--- src/rtl/socks5_udp_header_parser_macros.svh ---
// Assertion macros for the SOCKS5 UDP header parser.
// Each macro expects signals named clk and arst_n in the including scope.
`ifndef SOCKS5_UDP_HEADER_PARSER_MACROS_SVH
`define SOCKS5_UDP_HEADER_PARSER_MACROS_SVH

// Same-cycle implication, checked only while out of reset.
`define S5UDP_ASSERT_NOW(label, ante, cons) \
	label: assert property (@(posedge clk) disable iff (!arst_n) (ante) |-> (cons)) \
		else $error("s5udp: same-cycle check failed");

// Next-cycle implication, checked only while out of reset.
`define S5UDP_ASSERT_NEXT(label, ante, cons) \
	label: assert property (@(posedge clk) disable iff (!arst_n) (ante) |=> (cons)) \
		else $error("s5udp: next-cycle check failed");

`endif

--- src/rtl/s5udp_pkg.sv ---
// Shared types and constants for the SOCKS5 UDP header parser.
// No dependencies; used by the step logic and the top level.
`default_nettype none

package s5udp_pkg;

	// Address type codes carried in the fourth header byte.
	localparam logic [7:0] ATYP_IPV4   = 8'h01;
	localparam logic [7:0] ATYP_DOMAIN = 8'h03;
	localparam logic [7:0] ATYP_IPV6   = 8'h04;

	localparam logic [7:0] LEN_IPV4 = 8'd4;
	localparam logic [7:0] LEN_IPV6 = 8'd16;

	// Parser phases.
	localparam logic [3:0] PH_RSV0    = 4'd0;
	localparam logic [3:0] PH_RSV1    = 4'd1;
	localparam logic [3:0] PH_FRAG    = 4'd2;
	localparam logic [3:0] PH_ATYP    = 4'd3;
	localparam logic [3:0] PH_V4      = 4'd4;
	localparam logic [3:0] PH_V6      = 4'd5;
	localparam logic [3:0] PH_DLEN    = 4'd6;
	localparam logic [3:0] PH_DCHAR   = 4'd7;
	localparam logic [3:0] PH_PORT_HI = 4'd8;
	localparam logic [3:0] PH_PORT_LO = 4'd9;
	localparam logic [3:0] PH_PAYLOAD = 4'd10;
	localparam logic [3:0] PH_DISCARD = 4'd11;

	// Byte roles reported with each result item.
	localparam logic [2:0] ROLE_FIXED   = 3'd0;
	localparam logic [2:0] ROLE_V4      = 3'd1;
	localparam logic [2:0] ROLE_V6      = 3'd2;
	localparam logic [2:0] ROLE_DLEN    = 3'd3;
	localparam logic [2:0] ROLE_DCHAR   = 3'd4;
	localparam logic [2:0] ROLE_PORT    = 3'd5;
	localparam logic [2:0] ROLE_PAYLOAD = 3'd6;
	localparam logic [2:0] ROLE_DISCARD = 3'd7;

	// Datagram verdicts.
	localparam logic [1:0] VERDICT_PENDING  = 2'd0;
	localparam logic [1:0] VERDICT_ACCEPTED = 2'd1;
	localparam logic [1:0] VERDICT_REJECTED = 2'd2;

	typedef struct packed {
		logic [7:0] byte_value;
		logic       is_last;
	} in_item_t;

	typedef struct packed {
		logic [7:0]  out_byte;
		logic [2:0]  byte_role;
		logic [7:0]  field_index;
		logic [15:0] dest_port;
		logic        end_of_packet;
		logic [1:0]  verdict;
	} out_item_t;

	typedef struct packed {
		logic [3:0]  phase;
		logic [7:0]  field_count;
		logic [7:0]  domain_length;
		logic [15:0] port_accum;
		logic        reject_flag;
	} parse_state_t;

endpackage

`default_nettype wire

--- src/rtl/s5udp_step.sv ---
// Next-state and result logic of the header parser for one input byte.
// Depends on s5udp_pkg for the state, item types and phase and role codes.
`default_nettype none

module s5udp_step (
	input  s5udp_pkg::parse_state_t cur,
	input  s5udp_pkg::in_item_t     item,
	output s5udp_pkg::parse_state_t nxt,
	output s5udp_pkg::out_item_t    result
);
	import s5udp_pkg::*;

	logic [7:0]   cnt_inc;
	logic [2:0]   role;
	logic [7:0]   idx;
	parse_state_t upd;

	assign cnt_inc = cur.field_count + 8'd1;

	always_comb begin
		upd  = cur;
		role = ROLE_DISCARD;
		idx  = '0;
		unique case (cur.phase)
			PH_RSV0, PH_RSV1, PH_FRAG: begin
				role = ROLE_FIXED;
				if (item.byte_value != 8'd0) begin
					upd.reject_flag = 1'b1;
					upd.phase       = PH_DISCARD;
				end else begin
					upd.phase = cur.phase + 4'd1;
				end
			end
			PH_ATYP: begin
				role            = ROLE_FIXED;
				upd.field_count = '0;
				priority if (item.byte_value == ATYP_IPV4) begin
					upd.phase = PH_V4;
				end else if (item.byte_value == ATYP_IPV6) begin
					upd.phase = PH_V6;
				end else if (item.byte_value == ATYP_DOMAIN) begin
					upd.phase = PH_DLEN;
				end else begin
					upd.reject_flag = 1'b1;
					upd.phase       = PH_DISCARD;
				end
			end
			PH_V4: begin
				role            = ROLE_V4;
				idx             = cur.field_count;
				upd.field_count = cnt_inc;
				if (cnt_inc >= LEN_IPV4) begin
					upd.phase = PH_PORT_HI;
				end
			end
			PH_V6: begin
				role            = ROLE_V6;
				idx             = cur.field_count;
				upd.field_count = cnt_inc;
				if (cnt_inc >= LEN_IPV6) begin
					upd.phase = PH_PORT_HI;
				end
			end
			PH_DLEN: begin
				role              = ROLE_DLEN;
				upd.domain_length = item.byte_value;
				upd.field_count   = '0;
				upd.phase = (item.byte_value == 8'd0) ? PH_PORT_HI : PH_DCHAR;
			end
			PH_DCHAR: begin
				role            = ROLE_DCHAR;
				idx             = cur.field_count;
				upd.field_count = cnt_inc;
				if (cnt_inc >= cur.domain_length) begin
					upd.phase = PH_PORT_HI;
				end
			end
			PH_PORT_HI: begin
				role           = ROLE_PORT;
				upd.port_accum = {item.byte_value, 8'd0};
				upd.phase      = PH_PORT_LO;
			end
			PH_PORT_LO: begin
				role           = ROLE_PORT;
				upd.port_accum = {cur.port_accum[15:8], cur.port_accum[7:0] | item.byte_value};
				upd.phase      = PH_PAYLOAD;
			end
			PH_PAYLOAD: begin
				role = ROLE_PAYLOAD;
			end
			default: begin
				role      = ROLE_DISCARD;
				upd.phase = PH_DISCARD;
			end
		endcase
	end

	always_comb begin
		result.out_byte      = item.byte_value;
		result.byte_role     = role;
		result.field_index   = idx;
		result.dest_port     = upd.port_accum;
		result.end_of_packet = item.is_last;
		result.verdict       = VERDICT_PENDING;
		nxt                  = upd;
		if (item.is_last) begin
			result.verdict = (!upd.reject_flag && upd.phase == PH_PAYLOAD) ?
				VERDICT_ACCEPTED : VERDICT_REJECTED;
			// The final byte closes the datagram; the next byte starts a new one.
			nxt.phase         = PH_RSV0;
			nxt.field_count   = '0;
			nxt.domain_length = '0;
			nxt.port_accum    = '0;
			nxt.reject_flag   = 1'b0;
		end
	end

endmodule

`default_nettype wire

--- config.mk ---
export PLATFORM = sky130hd
export DESIGN_NAME = s5udp_step
export DESIGN_NICKNAME = d
export VERILOG_FILES = /design/src/rtl/socks5_udp_header_parser_macros.svh /design/src/rtl/s5udp_pkg.sv /design/src/rtl/s5udp_step.sv
export SDC_FILE = /design/constraint.sdc
export NUM_CORES = 1
export LEC_CHECK = 0
export ABC_AREA = 1
export ABC_CLOCK_PERIOD_IN_PS = 2700
export BUFFER_PORTS_ARGS = -buffer_cell sky130_fd_sc_hd__buf_2
export CORE_ASPECT_RATIO = 2
export CORE_MARGIN = 3
export CORE_UTILIZATION = 30
export DETAILED_ROUTE_END_ITERATION = 10
export GPL_TIMING_DRIVEN = 0
export PLACE_DENSITY_LB_ADDON = 0.15
export SYNTH_ARGS = -nofsm -noshare
export SYNTH_HDL_FRONTEND = slang
export SYNTH_SLANG_ARGS = --single-unit
--- constraint.sdc ---
create_clock -name vclk -period 2.7
set_input_delay 0.54 -clock vclk [all_inputs]
set_output_delay 0.54 -clock vclk [all_outputs]
set_load 0.005 [all_outputs]
==> summary.txt <==
Timing
  – Final Critical Period: 3.11 ns
  – Max-slew violations: 0
  – Slew margin rel.: 60.5%
  – Final worst setup slack: -0.412 ns
  – Final Hold Vio Count: 0
  – Fin Hold WS: 1.36 ns
  – RSZ-0062 raised after global routing: yes
  – Worst-margin pin slew: 0.592 ns
  – Final worst path period share: 115%
  – Fmax achieved: 321 MHz
  – Endpoints failing setup: 6

Power
  – Leak: 1.53 nW
  – Pwr/cell area: 162 nW/µm²
  – Overall power: 0.420 mW
  – Worst vdd ir: 0.0802 mV

Setup path
  – Crit path launch type: primary input
  – Critical path type: in -> out
  – Crit-path max FO: 4
  – CP most frequent cell: nand2_1
  – Arrival @ worst endpoint: 2.57 ns
  – Required time of the critical path: 2.16 ns
  – Worst-path cell chain: buf_8 > ha_4 > nand2_4 > nor2_4 > nand2_1 > nand2_1 > nand2_2 > inv_2 > ha_4 > nand2_4 > nor2_4 > nand4_1 > buf_4 > nand3_1 > nand2_1 > o21a_2 > nand3_1 > nand3_2 > nor2_2 > nor2_1 > buf_2
  – Setup crit end kind: output port
  – CP top delay family: simple AND/OR/NAND/NOR gates
  – Slowest CP cell: ha_4
  – CP max stage delay: 0.27 ns
  – CP bufs+invs: 4

Placement
  – Worst slack, placed: -0.671 ns
  – Buffers on Ports: 121
  – Placed Area: 2390 µm²
  – DP HPWL: 5.68 mm
  – Gp weighted congestion: 0.878

Detailed routing
  – DRC viols: 0
  – Per-cell routed wire length: 13.1 µm
  – Iter 0 DRT Violations: 78
  – First drt pass iteration count: 5
  – DR vias/cell: 4.87
  – Total Wirelength: 6.62 mm
  – Post-route ant nets: 0
  – Via Count: 2460

Finish
  – Layout cells sized above 1: 45.2%
  – FF+latch area: 0 µm²
  – Area grow syn2layout: 54.4%
  – Fin area: 2590 µm²
  – Layout fillers: 655
  – Seq cells: 0
  – Final net count: 508
  – Inserted Diodes: 0
  – Multi-input logic area: 1530 µm²
  – Number of clock buffers in the layout: 0

Synthesis
  – YS warnings: 0
  – Unique masters post-synth: 32
  – Syn Area/Cell: 5.28 µm²
  – Post-Syn Nets: 377
  – Gate Count Post-Synth: 318
  – Synth Cell Area: 1680 µm²
  – Seq/Total Area, Yosys: 0%

Global route
  – First-pass GRT wire length: 10.6 mm
  – Gr ovfl total: 0
  – Initial antenna violation count: 0
  – Vias in the first global route: 2337
  – Largest net degree at the start of global routing: 11
  – Gr usage total: 19.5%

Outcome
  – Failing checks: setup timing
  – Run status: complete, but fails checks

Die
  – Die area: 6580 µm²
  – Cell Rows: 37
  – CORE AREA: 5280 µm²
  – IO Count: 121
  – Height of the chip: 112 µm
  – Die width: 58.9 µm
  – Initial core utilization: 31.8%

Clocking
  – Cts hold-fix bufs: 0

Hold path
  – Tightest Hold Check Type: in -> out

Run
  – Max-cap viol count: 0
-- cell families (layout without fill, tap and decap cells) --
logic type | count (synthesis) | in the layout | share of synthesized area (%)
adders and majority gates | 13 | 13 | 9.69
and+or+nand+nor | 179 | 179 | 53.0
AOI/OAI and AO/OA | 56 | 56 | 18.6
buffers and inverters | 68 | 197 | 17.6
xor gates and xnor gates | 2 | 2 | 1.04
-- layer usage --
| metal | global-route usage (%) | wire length [µm] |
|---|---|---|
| met4 | 4.24 | 208 |
| met1 | 19.7 | 2260 |
| met5 | 0 | 0 |
| met2 | 40.5 | 3810 |
| met3 | 0.696 | 336 |
-- through the flow --
stage	util, %	instances	setup TNS, ns
3_5_place_dp	45.2	497	-3.84
3_3_place_gp	45.2	497	-3.33
2_1_floorplan	-	318	-0.0429
6_report	49.1	505	-1.78
4_1_cts	48.0	500	-1.79
5_1_grt	49.1	505	-2.73
-- cells in the final DEF (no fill, tap or decap), types with 2 or more instances in the layout --
master,count
buf_2,119
buf_8,2
nand2_2,12
nor2_8,3
o2111ai_1,2
o21ai_0,13
nand2_4,5
nand3_1,6
ha_1,8
a21o_1,2
ha_4,4
nor2_2,6
nand2_1,77
clkbuf_1,4
nand4_1,9
a21oi_1,30
nor3_1,7
nor2_4,9
nor2_1,36
inv_2,8
o21ai_1,2
nand3_2,7
inv_1,44
buf_4,17
o21bai_1,2
-- report_power, final --
| part | leakage [nW] | switching [mW] | internal (mW) |
|---|---|---|---|
| Sequential | 0 | 0 | 0 |
| Combinational | 1.53 | 0.238 | 0.183 |
| Clock | 0 | 0 | 0 |
-- timing repair --
item,in CTS,in global routing
setup buffers,3,5
gates cloned,0,0
endpoints found under the setup margin,24,33
pin swaps,17,17
resized for setup,29,7
-- layout make-up --
type                       instances  share of cell area [%]
multi-input combinational        250                    59.1
tap                               58                    2.80
timing repair buffer             129                    26.7
inverter                          53                    7.87
buffer                            15                    3.57
-- path summary, 6_finish.rpt --
path  startpoint          to  slack (ns)  cells past startpoint
min      cur[11]  result[13]        1.36                      4
max      cur[25]   result[1]       -0.41                     21
-- synth_stat cells, types with 2 or more instances --
| master | n | area, µm² |
|---|---|---|
| ha_1 | 13 | 163 |
| nand3_1 | 8 | 40.0 |
| nand2_1 | 81 | 304 |
| o21bai_1 | 2 | 15.0 |
| a21o_1 | 2 | 15.0 |
| nand2_2 | 11 | 68.8 |
| o21ai_1 | 2 | 10.0 |
| nand3_2 | 5 | 50.1 |
| inv_1 | 48 | 180 |
| xor2_1 | 2 | 17.5 |
| o21ai_0 | 13 | 65.1 |
| inv_2 | 4 | 15.0 |
| nor2_2 | 6 | 37.5 |
| nor3_1 | 7 | 35.0 |
| clkbuf_1 | 5 | 18.8 |
| nand4_1 | 9 | 56.3 |
| nor2_4 | 4 | 45.0 |
| buf_4 | 9 | 67.6 |
| nor2_8 | 3 | 60.1 |
| nor2_1 | 41 | 154 |
| nand2_4 | 2 | 22.5 |
| o2111ai_1 | 2 | 17.5 |
| a21oi_1 | 30 | 150 |
No activity file was read; power rests on OpenSTA's default activity.
